<file path="config.mk">
export PLATFORM = sky130hd
export DESIGN_NAME = rotate_zoom_source_address
export DESIGN_NICKNAME = d
export VERILOG_FILES = /design/src/design/rzsa_pkg.sv /design/src/design/rotate_zoom_source_address.sv /design/src/design/rzsa_front.sv /design/src/design/rzsa_divider.sv /design/src/design/rzsa_output.sv
export SDC_FILE = /design/constraint.sdc
export NUM_CORES = 2
export LEC_CHECK = 0
export BUFFER_PORTS_ARGS = -buffer_cell sky130_fd_sc_hd__clkbuf_2
export CAP_MARGIN = 20
export CORE_MARGIN = 1.5
export CORE_UTILIZATION = 65
export CTS_CLUSTER_DIAMETER = 60
export DETAILED_ROUTE_END_ITERATION = 16
export PLACE_DENSITY_LB_ADDON = 0.08
export SETUP_SLACK_MARGIN = 0.15
export SLEW_MARGIN = 10
export SYNTH_ARGS = -nofsm -noshare
export SYNTH_HDL_FRONTEND = slang
export SYNTH_SLANG_ARGS = --single-unit
</file>
<file path="constraint.sdc">
create_clock -name aclk -period 44.1 [get_ports aclk]
set_input_delay 4.41 -clock aclk [delete_from_list [all_inputs] [get_ports aclk]]
set_output_delay 4.41 -clock aclk [all_outputs]
set_load 0.01 [all_outputs]
</file>
<file path="src/design/rzsa_pkg.sv">
`timescale 1ns / 1ps
// Shared types, register codes, angle folding and sine table generation for the rotozoom address block.
package rzsa_pkg;

    localparam int ANGLE_BITS     = 10;
    localparam int ANGLE_RED_BITS = 9;
    localparam int ZOOM_BITS      = 17;
    localparam int CFG_INDEX_BITS = 3;
    localparam int TAB_INDEX_BITS = 7;
    localparam int TAB_DEPTH      = 128;
    localparam int QUARTER_DEG    = 90;

    localparam logic [63:0] PI_Q32 = 64'd13493037705;

    localparam logic [ZOOM_BITS-1:0]  ZOOM_RESET  = 17'd65536;
    localparam logic [ANGLE_BITS-1:0] ANGLE_RESET = 10'd0;

    typedef enum logic [CFG_INDEX_BITS-1:0] {
        CFG_ANGLE  = 3'd0,
        CFG_ZOOM_X = 3'd1,
        CFG_ZOOM_Y = 3'd2,
        CFG_HALF_W = 3'd3,
        CFG_HALF_H = 3'd4
    } cfg_reg_t;

    typedef struct packed {
        logic                      neg;
        logic [TAB_INDEX_BITS-1:0] k;
    } fold_t;

    typedef struct packed {
        logic ovf;
        logic pos;
    } lane_flags_t;

    // Folds an angle of 0 to 359 degrees onto the first quadrant of the sine.
    function automatic fold_t fold_angle(input logic [ANGLE_RED_BITS-1:0] a);
        fold_t f;
        f.neg = 1'b0;
        if (a <= 9'd90) begin
            f.k = a[TAB_INDEX_BITS-1:0];
        end else if (a <= 9'd180) begin
            f.k = TAB_INDEX_BITS'(9'd180 - a);
        end else if (a <= 9'd270) begin
            f.k   = TAB_INDEX_BITS'(a - 9'd180);
            f.neg = 1'b1;
        end else begin
            f.k   = TAB_INDEX_BITS'(9'd360 - a);
            f.neg = 1'b1;
        end
        return f;
    endfunction

    // Sine of k degrees in Q30 from an eleven-term series; evaluated at elaboration only.
    function automatic logic [63:0] quarter_sine_q30(input int k);
        logic [63:0] x;
        logic [63:0] x2;
        logic [63:0] term;
        logic [63:0] acc;
        int          kk;
        kk = (k > QUARTER_DEG) ? QUARTER_DEG : ((k < 0) ? 0 : k);
        x    = (PI_Q32 * 64'(kk) / 180 + 64'd2) >> 2;
        x2   = (x * x) >> 30;
        acc  = x;
        term = x;
        term = ((term * x2) >> 30) / 6;   acc = acc - term;
        term = ((term * x2) >> 30) / 20;  acc = acc + term;
        term = ((term * x2) >> 30) / 42;  acc = acc - term;
        term = ((term * x2) >> 30) / 72;  acc = acc + term;
        term = ((term * x2) >> 30) / 110; acc = acc - term;
        term = ((term * x2) >> 30) / 156; acc = acc + term;
        term = ((term * x2) >> 30) / 210; acc = acc - term;
        term = ((term * x2) >> 30) / 272; acc = acc + term;
        term = ((term * x2) >> 30) / 342; acc = acc - term;
        term = ((term * x2) >> 30) / 420; acc = acc + term;
        return acc;
    endfunction

endpackage

</file>
<file path="src/design/rotate_zoom_source_address.sv">
`timescale 1ns / 1ps
// Top level of the rotozoom source address generator.
//
// Channel   Dir   Handshake             Contents
// s_        in    s_tvalid / s_tready   s_tdata: dest_x, dest_y
// m_        out   m_tvalid / m_tready   m_tdata: source_x, source_y; m_tuser: inside_res
// cfg_      in    cfg_valid / cfg_ready cfg_index, cfg_data (register write)
//
// One transfer is accepted per cycle while the skid stage is empty.
// The pipeline is six front stages, a range check plus one divider stage per quotient bit,
// and the output register.
// Reset is synchronous and active low and loads the register defaults.
// A stalled output fills the skid stage, then the whole pipeline holds until it drains.
module rotate_zoom_source_address #(
    parameter int COORD_BITS     = 10,
    parameter int TRIG_FRAC_BITS = 15
) (
    input  logic                                     aclk,
    input  logic                                     aresetn,
    input  logic                                     s_tvalid,
    output logic                                     s_tready,
    input  logic [((2*COORD_BITS+7)/8)*8-1:0]        s_tdata,   // dest_x, dest_y
    output logic                                     m_tvalid,
    input  logic                                     m_tready,
    output logic [((2*COORD_BITS+7)/8)*8-1:0]        m_tdata,   // source_x, source_y
    output logic                                     m_tuser,   // inside_res
    input  logic                                     cfg_valid,
    output logic                                     cfg_ready,
    input  logic [rzsa_pkg::CFG_INDEX_BITS-1:0]      cfg_index,
    input  logic [rzsa_pkg::ZOOM_BITS-1:0]           cfg_data
);
    import rzsa_pkg::*;

    localparam int DW = COORD_BITS + ZOOM_BITS;

    logic [ANGLE_BITS-1:0] angle_reg, angle_next;
    logic [ZOOM_BITS-1:0]  zoom_x_reg, zoom_x_next, zoom_y_reg, zoom_y_next;
    logic [COORD_BITS-1:0] half_w_reg, half_w_next, half_h_reg, half_h_next;

    assign cfg_ready = 1'b1;

    always_comb begin
        angle_next  = angle_reg;
        zoom_x_next = zoom_x_reg;
        zoom_y_next = zoom_y_reg;
        half_w_next = half_w_reg;
        half_h_next = half_h_reg;
        if (cfg_valid && cfg_ready) begin
            unique case (cfg_reg_t'(cfg_index))
                CFG_ANGLE:  angle_next  = cfg_data[ANGLE_BITS-1:0];
                CFG_ZOOM_X: zoom_x_next = cfg_data;
                CFG_ZOOM_Y: zoom_y_next = cfg_data;
                CFG_HALF_W: half_w_next = cfg_data[COORD_BITS-1:0];
                CFG_HALF_H: half_h_next = cfg_data[COORD_BITS-1:0];
                default: ;
            endcase
        end
    end

    always_ff @(posedge aclk) begin
        if (!aresetn) begin
            angle_reg  <= ANGLE_RESET;
            zoom_x_reg <= ZOOM_RESET;
            zoom_y_reg <= ZOOM_RESET;
            half_w_reg <= COORD_BITS'(320);
            half_h_reg <= COORD_BITS'(240);
        end else begin
            angle_reg  <= angle_next;
            zoom_x_reg <= zoom_x_next;
            zoom_y_reg <= zoom_y_next;
            half_w_reg <= half_w_next;
            half_h_reg <= half_h_next;
        end
    end

    logic                  pipe_en;
    logic                  front_valid, pos_x, pos_y;
    logic [DW-1:0]         mag_x, mag_y;
    logic                  div_valid_x, div_valid_y;
    logic [COORD_BITS-1:0] quo_x, quo_y;
    lane_flags_t           flags_x, flags_y;
    logic [COORD_BITS-1:0] source_x, source_y;

    assign s_tready = pipe_en;

    rzsa_front #(
        .COORD_BITS     (COORD_BITS),
        .TRIG_FRAC_BITS (TRIG_FRAC_BITS)
    ) u_front (
        .aclk        (aclk),
        .aresetn     (aresetn),
        .en          (pipe_en),
        .in_valid    (s_tvalid),
        .dest_x      (s_tdata[COORD_BITS-1:0]),
        .dest_y      (s_tdata[2*COORD_BITS-1:COORD_BITS]),
        .angle_deg   (angle_reg),
        .half_width  (half_w_reg),
        .half_height (half_h_reg),
        .out_valid   (front_valid),
        .mag_x       (mag_x),
        .mag_y       (mag_y),
        .pos_x       (pos_x),
        .pos_y       (pos_y)
    );

    rzsa_divider #(
        .QW (COORD_BITS),
        .DW (DW)
    ) u_div_x (
        .aclk      (aclk),
        .aresetn   (aresetn),
        .en        (pipe_en),
        .in_valid  (front_valid),
        .dividend  (mag_x),
        .divisor   (zoom_x_reg),
        .in_pos    (pos_x),
        .out_valid (div_valid_x),
        .quotient  (quo_x),
        .out_flags (flags_x)
    );

    rzsa_divider #(
        .QW (COORD_BITS),
        .DW (DW)
    ) u_div_y (
        .aclk      (aclk),
        .aresetn   (aresetn),
        .en        (pipe_en),
        .in_valid  (front_valid),
        .dividend  (mag_y),
        .divisor   (zoom_y_reg),
        .in_pos    (pos_y),
        .out_valid (div_valid_y),
        .quotient  (quo_y),
        .out_flags (flags_y)
    );

    rzsa_output #(
        .COORD_BITS (COORD_BITS)
    ) u_output (
        .aclk        (aclk),
        .aresetn     (aresetn),
        .in_valid    (div_valid_x && div_valid_y),
        .in_ready    (pipe_en),
        .quo_x       (quo_x),
        .quo_y       (quo_y),
        .flags_x     (flags_x),
        .flags_y     (flags_y),
        .half_width  (half_w_reg),
        .half_height (half_h_reg),
        .m_valid     (m_tvalid),
        .m_ready     (m_tready),
        .source_x    (source_x),
        .source_y    (source_y),
        .inside_res  (m_tuser)
    );

    always_comb begin
        m_tdata                               = '0;
        m_tdata[COORD_BITS-1:0]               = source_x;
        m_tdata[2*COORD_BITS-1:COORD_BITS]    = source_y;
    end

endmodule

</file>
<file path="src/design/rzsa_front.sv">
`timescale 1ns / 1ps
// Front pipeline: centre offsets, angle reduction, sine and cosine lookup, rotation products and magnitudes.
module rzsa_front #(
    parameter int COORD_BITS     = 10,
    parameter int TRIG_FRAC_BITS = 15
) (
    input  logic                                    aclk,
    input  logic                                    aresetn,
    input  logic                                    en,
    input  logic                                    in_valid,
    input  logic [COORD_BITS-1:0]                   dest_x,
    input  logic [COORD_BITS-1:0]                   dest_y,
    input  logic [rzsa_pkg::ANGLE_BITS-1:0]         angle_deg,
    input  logic [COORD_BITS-1:0]                   half_width,
    input  logic [COORD_BITS-1:0]                   half_height,
    output logic                                    out_valid,
    output logic [COORD_BITS+rzsa_pkg::ZOOM_BITS-1:0] mag_x,
    output logic [COORD_BITS+rzsa_pkg::ZOOM_BITS-1:0] mag_y,
    output logic                                    pos_x,
    output logic                                    pos_y
);
    import rzsa_pkg::*;

    localparam int JW = COORD_BITS + 1;
    localparam int SW = TRIG_FRAC_BITS + 2;
    localparam int PW = JW + SW;
    localparam int NW = PW + 1;
    localparam int DW = COORD_BITS + ZOOM_BITS;

    // The zoom is Q1.16, so the magnitude is rescaled from the sine format to the zoom format.
    localparam int ZOOM_FRAC = ZOOM_BITS - 1;
    localparam int MAG_SHL   = (TRIG_FRAC_BITS < ZOOM_FRAC) ? ZOOM_FRAC - TRIG_FRAC_BITS : 0;
    localparam int MAG_SHR   = (TRIG_FRAC_BITS > ZOOM_FRAC) ? TRIG_FRAC_BITS - ZOOM_FRAC : 0;
    localparam int AW        = NW + MAG_SHL;

    logic [TRIG_FRAC_BITS:0] sine_tab [0:TAB_DEPTH-1];

    for (genvar g = 0; g < TAB_DEPTH; g++) begin : g_tab
        localparam logic [63:0] Q30   = quarter_sine_q30(g);
        localparam logic [63:0] ENTRY = (Q30 + (64'd1 << (29 - TRIG_FRAC_BITS)))
                                        >> (30 - TRIG_FRAC_BITS);
        assign sine_tab[g] = ENTRY[TRIG_FRAC_BITS:0];
    end

    // Stage 1: offsets from the centre and the reduced sine and cosine angles.
    logic                     v1_reg;
    logic signed [JW-1:0]     j1_reg, i1_reg, j1_next, i1_next;
    logic [ANGLE_RED_BITS-1:0] as1_reg, ac1_reg, as1_next, ac1_next;
    logic signed [10:0]       deg_ext, a_red;
    logic [9:0]               a_plus;

    always_comb begin
        j1_next = $signed({1'b0, dest_x}) - $signed({1'b0, half_width});
        i1_next = $signed({1'b0, dest_y}) - $signed({1'b0, half_height});
        deg_ext = $signed({angle_deg[ANGLE_BITS-1], angle_deg});
        if (deg_ext < -11'sd360) begin
            a_red = deg_ext + 11'sd720;
        end else if (deg_ext < 11'sd0) begin
            a_red = deg_ext + 11'sd360;
        end else if (deg_ext >= 11'sd360) begin
            a_red = deg_ext - 11'sd360;
        end else begin
            a_red = deg_ext;
        end
        as1_next = a_red[ANGLE_RED_BITS-1:0];
        a_plus   = {1'b0, as1_next} + 10'd90;
        ac1_next = (a_plus >= 10'd360) ? ANGLE_RED_BITS'(a_plus - 10'd360)
                                       : a_plus[ANGLE_RED_BITS-1:0];
    end

    // Stage 2: quadrant folding.
    logic                 v2_reg;
    logic signed [JW-1:0] j2_reg, i2_reg;
    fold_t                fs2_reg, fc2_reg;

    // Stage 3: signed sine and cosine.
    logic                 v3_reg;
    logic signed [JW-1:0] j3_reg, i3_reg;
    logic signed [SW-1:0] s3_reg, c3_reg, s3_next, c3_next;

    always_comb begin
        s3_next = $signed({1'b0, sine_tab[fs2_reg.k]});
        c3_next = $signed({1'b0, sine_tab[fc2_reg.k]});
        if (fs2_reg.neg) begin
            s3_next = -s3_next;
        end
        if (fc2_reg.neg) begin
            c3_next = -c3_next;
        end
    end

    // Stage 4: rotation products.
    logic                 v4_reg;
    logic signed [PW-1:0] js4_reg, ic4_reg, jc4_reg, is4_reg;

    // Stage 5: rotated numerators.
    logic                 v5_reg;
    logic [NW-1:0]        ny5_reg, nx5_reg, ny5_next, nx5_next;

    always_comb begin
        ny5_next = {js4_reg[PW-1], js4_reg} + {ic4_reg[PW-1], ic4_reg};
        nx5_next = {jc4_reg[PW-1], jc4_reg} - {is4_reg[PW-1], is4_reg};
    end

    // Stage 6: rescaled magnitudes and sign flags.
    logic          v6_reg;
    logic [DW-1:0] mx6_reg, my6_reg, mx6_next, my6_next;
    logic          px6_reg, py6_reg, px6_next, py6_next;
    logic [NW-1:0] abs_x, abs_y;
    logic [AW-1:0] wide_x, wide_y;

    always_comb begin
        abs_x    = nx5_reg[NW-1] ? (~nx5_reg + 1'b1) : nx5_reg;
        abs_y    = ny5_reg[NW-1] ? (~ny5_reg + 1'b1) : ny5_reg;
        wide_x   = (AW'(abs_x) << MAG_SHL) >> MAG_SHR;
        wide_y   = (AW'(abs_y) << MAG_SHL) >> MAG_SHR;
        mx6_next = wide_x[DW-1:0];
        my6_next = wide_y[DW-1:0];
        px6_next = !nx5_reg[NW-1] && (nx5_reg != '0);
        py6_next = !ny5_reg[NW-1] && (ny5_reg != '0);
    end

    always_ff @(posedge aclk) begin
        if (!aresetn) begin
            v1_reg <= 1'b0;
            v2_reg <= 1'b0;
            v3_reg <= 1'b0;
            v4_reg <= 1'b0;
            v5_reg <= 1'b0;
            v6_reg <= 1'b0;
        end else if (en) begin
            v1_reg <= in_valid;
            v2_reg <= v1_reg;
            v3_reg <= v2_reg;
            v4_reg <= v3_reg;
            v5_reg <= v4_reg;
            v6_reg <= v5_reg;
        end
    end

    always_ff @(posedge aclk) begin
        if (en) begin
            j1_reg  <= j1_next;
            i1_reg  <= i1_next;
            as1_reg <= as1_next;
            ac1_reg <= ac1_next;
            j2_reg  <= j1_reg;
            i2_reg  <= i1_reg;
            fs2_reg <= fold_angle(as1_reg);
            fc2_reg <= fold_angle(ac1_reg);
            j3_reg  <= j2_reg;
            i3_reg  <= i2_reg;
            s3_reg  <= s3_next;
            c3_reg  <= c3_next;
            js4_reg <= j3_reg * s3_reg;
            ic4_reg <= i3_reg * c3_reg;
            jc4_reg <= j3_reg * c3_reg;
            is4_reg <= i3_reg * s3_reg;
            ny5_reg <= ny5_next;
            nx5_reg <= nx5_next;
            mx6_reg <= mx6_next;
            my6_reg <= my6_next;
            px6_reg <= px6_next;
            py6_reg <= py6_next;
        end
    end

    assign out_valid = v6_reg;
    assign mag_x     = mx6_reg;
    assign mag_y     = my6_reg;
    assign pos_x     = px6_reg;
    assign pos_y     = py6_reg;

endmodule

</file>
<file path="src/design/rzsa_divider.sv">
`timescale 1ns / 1ps
// Pipelined restoring divider: range check, then one quotient bit per stage.
module rzsa_divider #(
    parameter int QW = 10,
    parameter int DW = 27
) (
    input  logic                           aclk,
    input  logic                           aresetn,
    input  logic                           en,
    input  logic                           in_valid,
    input  logic [DW-1:0]                  dividend,
    input  logic [rzsa_pkg::ZOOM_BITS-1:0] divisor,
    input  logic                           in_pos,
    output logic                           out_valid,
    output logic [QW-1:0]                  quotient,
    output rzsa_pkg::lane_flags_t          out_flags
);
    import rzsa_pkg::*;

    localparam int CW = (DW > QW + ZOOM_BITS) ? DW : QW + ZOOM_BITS;

    logic              valid_reg [0:QW];
    logic [DW-1:0]     rem_reg   [0:QW];
    logic [QW-1:0]     quo_reg   [0:QW];
    lane_flags_t       flags_reg [0:QW];

    // A quotient that needs more than QW bits, or a zero divisor, is flagged out of range.
    logic [CW-1:0] div_top;
    lane_flags_t   flags0_next;

    always_comb begin
        div_top         = CW'(divisor) << QW;
        flags0_next.pos = in_pos;
        flags0_next.ovf = (CW'(dividend) >= div_top);
    end

    always_ff @(posedge aclk) begin
        if (!aresetn) begin
            valid_reg[0] <= 1'b0;
        end else if (en) begin
            valid_reg[0] <= in_valid;
        end
    end

    always_ff @(posedge aclk) begin
        if (en) begin
            rem_reg[0]   <= dividend;
            quo_reg[0]   <= '0;
            flags_reg[0] <= flags0_next;
        end
    end

    for (genvar t = 0; t < QW; t++) begin : g_stage
        localparam int B = QW - 1 - t;

        logic [CW-1:0] shifted;
        logic          ge;
        logic [DW-1:0] rem_next;
        logic [QW-1:0] quo_next;

        always_comb begin
            shifted  = CW'(divisor) << B;
            ge       = (CW'(rem_reg[t]) >= shifted);
            rem_next = ge ? (rem_reg[t] - shifted[DW-1:0]) : rem_reg[t];
            quo_next = {quo_reg[t][QW-2:0], ge};
        end

        always_ff @(posedge aclk) begin
            if (!aresetn) begin
                valid_reg[t+1] <= 1'b0;
            end else if (en) begin
                valid_reg[t+1] <= valid_reg[t];
            end
        end

        always_ff @(posedge aclk) begin
            if (en) begin
                rem_reg[t+1]   <= rem_next;
                quo_reg[t+1]   <= quo_next;
                flags_reg[t+1] <= flags_reg[t];
            end
        end
    end

    assign out_valid = valid_reg[QW];
    assign quotient  = quo_reg[QW];
    assign out_flags = flags_reg[QW];

endmodule

</file>
<file path="src/design/rzsa_output.sv">
`timescale 1ns / 1ps
// Final rounding and range test, output register and skid buffer.
module rzsa_output #(
    parameter int COORD_BITS = 10
) (
    input  logic                  aclk,
    input  logic                  aresetn,
    input  logic                  in_valid,
    output logic                  in_ready,
    input  logic [COORD_BITS-1:0] quo_x,
    input  logic [COORD_BITS-1:0] quo_y,
    input  rzsa_pkg::lane_flags_t flags_x,
    input  rzsa_pkg::lane_flags_t flags_y,
    input  logic [COORD_BITS-1:0] half_width,
    input  logic [COORD_BITS-1:0] half_height,
    output logic                  m_valid,
    input  logic                  m_ready,
    output logic [COORD_BITS-1:0] source_x,
    output logic [COORD_BITS-1:0] source_y,
    output logic                  inside_res
);
    import rzsa_pkg::*;

    localparam int RW = 2 * COORD_BITS + 1;

    logic [COORD_BITS-1:0] sx, sy;
    logic                  in_x, in_y, src_in;
    logic [RW-1:0]         res;

    // Positive values truncate; others give minus the quotient minus one.
    always_comb begin
        in_x   = !flags_x.ovf && (quo_x < half_width);
        in_y   = !flags_y.ovf && (quo_y < half_height);
        src_in = in_x && in_y;
        sx     = flags_x.pos ? (half_width + quo_x) : (half_width - quo_x - 1'b1);
        sy     = flags_y.pos ? (half_height + quo_y) : (half_height - quo_y - 1'b1);
        if (!src_in) begin
            sx = '0;
            sy = '0;
        end
        res = {src_in, sy, sx};
    end

    logic          out_valid_reg, out_valid_next;
    logic          skid_valid_reg, skid_valid_next;
    logic [RW-1:0] out_data_reg, out_data_next;
    logic [RW-1:0] skid_data_reg, skid_data_next;
    logic          take;

    assign in_ready = !skid_valid_reg;
    assign take     = in_valid && in_ready;

    always_comb begin
        out_valid_next  = out_valid_reg;
        skid_valid_next = skid_valid_reg;
        out_data_next   = out_data_reg;
        skid_data_next  = skid_data_reg;
        if (take) begin
            if (out_valid_reg && !m_ready) begin
                skid_valid_next = 1'b1;
                skid_data_next  = res;
            end else begin
                out_valid_next = 1'b1;
                out_data_next  = res;
            end
        end else if (m_ready) begin
            if (skid_valid_reg) begin
                out_data_next   = skid_data_reg;
                skid_valid_next = 1'b0;
            end else begin
                out_valid_next = 1'b0;
            end
        end
    end

    always_ff @(posedge aclk) begin
        if (!aresetn) begin
            out_valid_reg  <= 1'b0;
            skid_valid_reg <= 1'b0;
        end else begin
            out_valid_reg  <= out_valid_next;
            skid_valid_reg <= skid_valid_next;
        end
    end

    always_ff @(posedge aclk) begin
        out_data_reg  <= out_data_next;
        skid_data_reg <= skid_data_next;
    end

    assign m_valid    = out_valid_reg;
    assign source_x   = out_data_reg[COORD_BITS-1:0];
    assign source_y   = out_data_reg[2*COORD_BITS-1:COORD_BITS];
    assign inside_res = out_data_reg[RW-1];

endmodule

</file>
After elaboration in Yosys (flattened, before gate mapping)
Memories as Yosys holds them, arrays and structs flattened.
Index checks and enable logic that the tools add are counted.
Widths: inputs -> output; s select.
Operators by class
  add/sub/neg operators: 45
  multipliers: 4
  $lt $le $gt $ge: 36
  eq/ne operators: 7
  multiplexer cells: 79
  bitwise gates (word level): 26
  reductions and logical operators: 30
Operators by type and width (count)
  $mux 27: 20
  $mul 11x17->28: 4
  $mux 16: 6
  $mux 21: 4
  $reduce_bool 29->1: 2
  $ge 27x17->1: 2
  $ge 27x18->1: 2
  $ge 27x19->1: 2
  $ge 27x20->1: 2
  $ge 27x21->1: 2
  $ge 27x22->1: 2
  $ge 27x23->1: 2
  $ge 27x24->1: 2
  $ge 27x25->1: 2
  $ge 27x26->1: 2
  $ge 27x27->1: 2
  $sub 27x17->27: 2
  $sub 27x18->27: 2
  $sub 27x19->27: 2
  $sub 27x20->27: 2
  $sub 27x21->27: 2
  $sub 27x22->27: 2
  $sub 27x23->27: 2
  $sub 27x24->27: 2
  other kinds (44): 153
Storage, ports and cells
  register bits after elaboration: 472
  memory bits (writable): 880
  bits in read-only memories: 4096
  input port bits: 49
  word-level logic and storage cells: 278
  memories kept: 10
Memories
  (name not given): depth 128, width 16, rd ports 1, clocked after Yosys merged registers in 0, wr ports 0, RTL line rzsa_front.sv:82  | s3_next = $signed({1'b0, sine_tab[fs2_reg.k]});
  (name not given): depth 128, width 16, rd ports 1, clocked after Yosys merged registers in 0, wr ports 0, RTL line rzsa_front.sv:83  | c3_next = $signed({1'b0, sine_tab[fc2_reg.k]});
  u_div_x.rem_reg: depth 11, width 27, rd ports 10, clocked after Yosys merged registers in 0, wr ports 11, RTL line rzsa_divider.sv:23  | logic [DW-1:0] rem_reg [0:QW];
  u_div_y.rem_reg: depth 11, width 27, rd ports 10, clocked after Yosys merged registers in 0, wr ports 11, RTL line rzsa_divider.sv:23
  u_div_x.quo_reg: depth 11, width 10, rd ports 11, clocked after Yosys merged registers in 0, wr ports 11, RTL line rzsa_divider.sv:24  | logic [QW-1:0] quo_reg [0:QW];
  u_div_y.quo_reg: depth 11, width 10, rd ports 11, clocked after Yosys merged registers in 0, wr ports 11, RTL line rzsa_divider.sv:24
  4 more memories

Longest topological paths before layout
  depth after elaboration: 7
  gate-level depth with buffers: 24

Cells and area by module
A second synthesis with hierarchy kept.
Unflattened totals
  cell total of the unflattened synthesis: 9636
  area, all modules: 98228.0 µm²
Modules (own cells, without submodules)
  rzsa_front: times used 1, cells an instance 4972, area each 48193.7 µm²
  rzsa_divider at u_div_y: times used 1, cells an instance 2040, area each 21986.1 µm²
  rzsa_divider at u_div_x: times used 1, cells an instance 1963, area each 21718.3 µm²
  rzsa_output: times used 1, cells an instance 415, area each 3833.7 µm²
  rotate_zoom_source_address: times used 1, cells an instance 246, area each 2496.1 µm²

Least setup slack after synthesis
No wires, ideal clock.
  path kind: flip-flop to flip-flop
  start: register u_output.skid_valid_reg
  end: register u_output.out_data_reg[0], enable pin
  setup time: 0.428 ns
  arrival: 27.460 ns
  required time: 43.672 ns
  slack: 16.211 ns
  stages on the path, launching flop included: 5
  path buffers: 1
  period minus slack after synthesis: 27.889 ns
  path through: dfxtp_1 inv_1 nand3_1 clkbuf_1 o21ai_0
Between the ends
  longest elaborated chain between the ends: 4
  elaborated cells between the ends (all ways): 6
  those cells by class: eq/ne (1); reduce/logical (5)
RTL lines
  start, declared: RTL line rzsa_output.sv:45  | logic skid_valid_reg, skid_valid_next;
  start signal, assigned: RTL line rzsa_output.sv:82  | skid_valid_reg <= skid_valid_next;
  $logic_not 1->1 *: RTL line rzsa_output.sv:50  | assign in_ready = !skid_valid_reg;
  via s_tready: RTL line rotate_zoom_source_address.sv:21  | output logic s_tready,
  $logic_and 1x1->1 *: RTL line rzsa_output.sv:51  | assign take = in_valid && in_ready;
  $ne 2x2->1 (no line) or $reduce_bool 2->1 (tied branches)
  $reduce_and 3->1 (no line) *
  end signal, assigned: RTL line rzsa_output.sv:87  | out_data_reg <= out_data_next;
  end, declared: RTL line rzsa_output.sv:46  | logic [RW-1:0] out_data_reg, out_data_next;
The timed path passes the listed nets; every way through them passes the cells marked *.
A chain may end at the register's enable or synchronous reset.

Final worst setup path
  start: register u_front.i3_reg[10]
  end: register u_front.ic4_reg[27] (data pin)
Between the ends
  longest elaborated chain between the ends: 1
RTL lines
  start, declared: RTL line rzsa_front.sv:78  | logic signed [JW-1:0] j3_reg, i3_reg;
  start signal, assigned: RTL line rzsa_front.sv:152  | i3_reg <= i2_reg;
  $mul 11x17->28: RTL line rzsa_front.sv:156  | ic4_reg <= i3_reg * c3_reg;
  end signal, assigned: RTL line rzsa_front.sv:156
  end, declared: RTL line rzsa_front.sv:94  | logic signed [PW-1:0] js4_reg, ic4_reg, jc4_reg, is4_reg;
Every way passes these cells.

==> impl_metrics.tcl <==
set metrics [dict create \
    crit_family "adder cells" \
    clk_pin_slew_ns 0.06 \
    rr_endpoint "u_front.ic4_reg[27]" \
    dp_hpwl_um 163000 \
    maxSlewHeadroom 0.239 \
    cts_buffer_depth 3 \
    worst_hold_path_type "flop to flop" \
    worst-path-stages 21 \
    period_needed_ns 7.54 \
    io_buffer_count 67 \
    min_period_over_period 0.171 \
    start_util 0.655 \
    grt_pass1_wl_um 354000 \
    grt_use_total 0.298 \
    cp_max_fo 16 \
    synth_area_per_cell_um2 10.2 \
    cts_sinks 1158 \
    crit_start "u_front.i3_reg[10]" \
    post-cts-setup-buffers 0 \
    dieArea_mm2 0.149 \
    utilization 0.701 \
    wirelength_um 219000 \
    rows 140 \
    ctsResizeCount 0 \
    netlist_area_mm2 0.0953 \
    ant_nets 0 \
    hold_viol 0 \
    die_x_um 386 \
    critPathKind "flop to flop" \
    finalWorstSetupSlack_ns 36.56 \
    postSynth.asyncResetShare 0 \
    drt_iter0_drc 4529 \
    timing.fmax_mhz 133 \
    nets 10900 \
    avgRoutedWirePerCell_um 19.3 \
    core-area_mm2 0.146 \
    cp.arrival_ns 8.02 \
    cts_tree "yes" \
    tightestPinTransition_ns 1.14 \
    dr_total_vias 68200 \
    fin_skew_ns 0.0291 \
    r2r_start "u_front.i3_reg[10]" \
    critPathRequiredTime_ns 44.58 \
    cts.htree.levels 4 \
    overflow 0 \
    die_h_um 386 \
    numCtsBuffers 134 \
    cpPeakStageDelay_ns 0.73 \
    vias_per_cell 6.01 \
    status "finished, final reports clean" \
    drv_slew 0 \
    reg2reg_slack_ns 36.56 \
    io_pins 77 \
    end_kind "flop" \
    holdPathEnd "u_div_x.flags_reg[10][0]" \
    grt_max_degree 202 \
    drive_above_1_share 0.0609 \
    syn_to_final_growth_pct 7.08 \
    globalplace.congestion 0.925 \
    antenna_found_initial 3 \
    post-place-ws_ns 36.61 \
    r2r_cells 21 \
    ys_ff_latch 1158 \
    cp_slowest_cell "edfxtp_1" \
    path_common_cell "fa_1" \
    drc_errors 0 \
    yosysUniqueCellTypes 111 \
    firstDrtPassIters 6 \
    clock_latency_ns 0.76 \
    synth_edf_count 1084 \
    maxCapViolations 0 \
    clockRootBuffer "clkbuf_16" \
    synthCells 9336 \
    cp_cell_sequence "clkinv_1 -> buf_4 -> nor2_1 -> fa_1 -> fa_1 -> fa_1 -> fa_1 -> inv_1 -> fa_1 -> inv_1 -> ha_1 -> nand4_1 -> o221ai_1 -> o21ai_0 -> o21ai_0 -> o21ba_2 -> o21a_1 -> o211a_1 -> o21a_1 -> o2111a_1 -> a211oi_1" \
    setup_viol_count_final 0 \
    startpoint_type "flop" \
    crit_buf_inv 4 \
    ys_seq_area_frac 0.357 \
    yosys_most_used_dff "edfxtp_1" \
    rsz0062_at_grt "false" \
    grt_pass1_vias 68800 \
    setup_tns_ns 0 \
    cts-hold-fix-buffers 0 \
    yosysWarnings 0 \
    worstHoldStart "u_div_x.flags_reg[9][0]" \
    hold_depth 0 \
]
[how the worst max path moves through the flow]
stage	endpoint	slack [ns]
final	u_front.ic4_reg[27]	36.56
after global routing	u_front.ic4_reg[27]	36.25
after CTS	u_front.ic4_reg[27]	36.53
after detailed placement	u_front.ic4_reg[27]	36.61
after global placement	u_front.ic4_reg[27]	36.68
after floorplan	u_output.out_data_reg[0]	16.21
[placed cells by master (no fill, tap or decap), types with 86 or more instances in the layout]
cell	n
edfxtp_1	1084
nand3_1	107
nor3_1	138
a21oi_1	515
nand2_1	982
nor2_1	510
nand2b_1	139
o21a_1	93
and2_1	312
ha_1	793
o21ai_0	396
clkbuf_16	139
o31ai_1	86
a21o_1	172
xnor2_1	389
nor2b_1	108
mux2_2	86
fa_1	710
inv_1	1125
xor2_1	174
a21boi_0	103
[metal layers]
metal,share of wire,up-vias,global-route usage
met1,0.41,33500,0.377
met5,0.00022,-,0
met4,0.050,6,0.138
met2,0.49,2022,0.509
li1,-,32100,-
met3,0.054,551,0.0415
[cells by family after synthesis]
family                     after synthesis  share of synthesized area
AOI/OAI and AO/OA                     1835                      0.124
xor gates and xnor gates               563                     0.0517
adders and majority gates             1503                      0.253
buffers and inverters                 1457                     0.0584
DFF                                   1158                      0.357
muxes                                  146                     0.0186
other                                    2                  0.0000788
and+or+nand+nor                       2672                      0.136
[final cells by class]
type                       count  area, um2
multi-input combinational   6724      55800
tap                         1917       2400
sequential                  1158      34000
fill                       10800      43500
clock inverter                68        762
timing repair buffer         159       1160
inverter                    1136       4270
antenna                        1       2.50
clock buffer                 176       3670
[Yosys cell counts, types with 108 or more instances]
cell / n / area (um2)
nand2b_1: 139 / 870
and2_1: 312 / 1950
inv_1: 1126 / 4230
nor2_1: 510 / 1910
a21o_1: 172 / 1290
clkbuf_1: 267 / 1000
edfxtp_1: 1084 / 32600
ha_1: 793 / 9920
nor3_1: 139 / 696
nor2b_1: 108 / 676
a21oi_1: 516 / 2580
xor2_1: 174 / 1520
o21ai_0: 397 / 1990
xnor2_1: 389 / 3410
fa_1: 710 / 14200
nand2_1: 982 / 3690
[metrics by stage]
step                      instance area (um2)  hold slack, ns  std cells
final                                  102000           0.404      11300
after detailed placement                97500           0.405      11100
after CTS                              102000           0.407      11300
after global routing                   102000           0.407      11300
after global placement                  97500           0.401      11100
after floorplan                         95300           0.400       9339
Power is not shown: default switching activity piles up to over one toggle a cycle in this logic, so the estimate is an artifact.
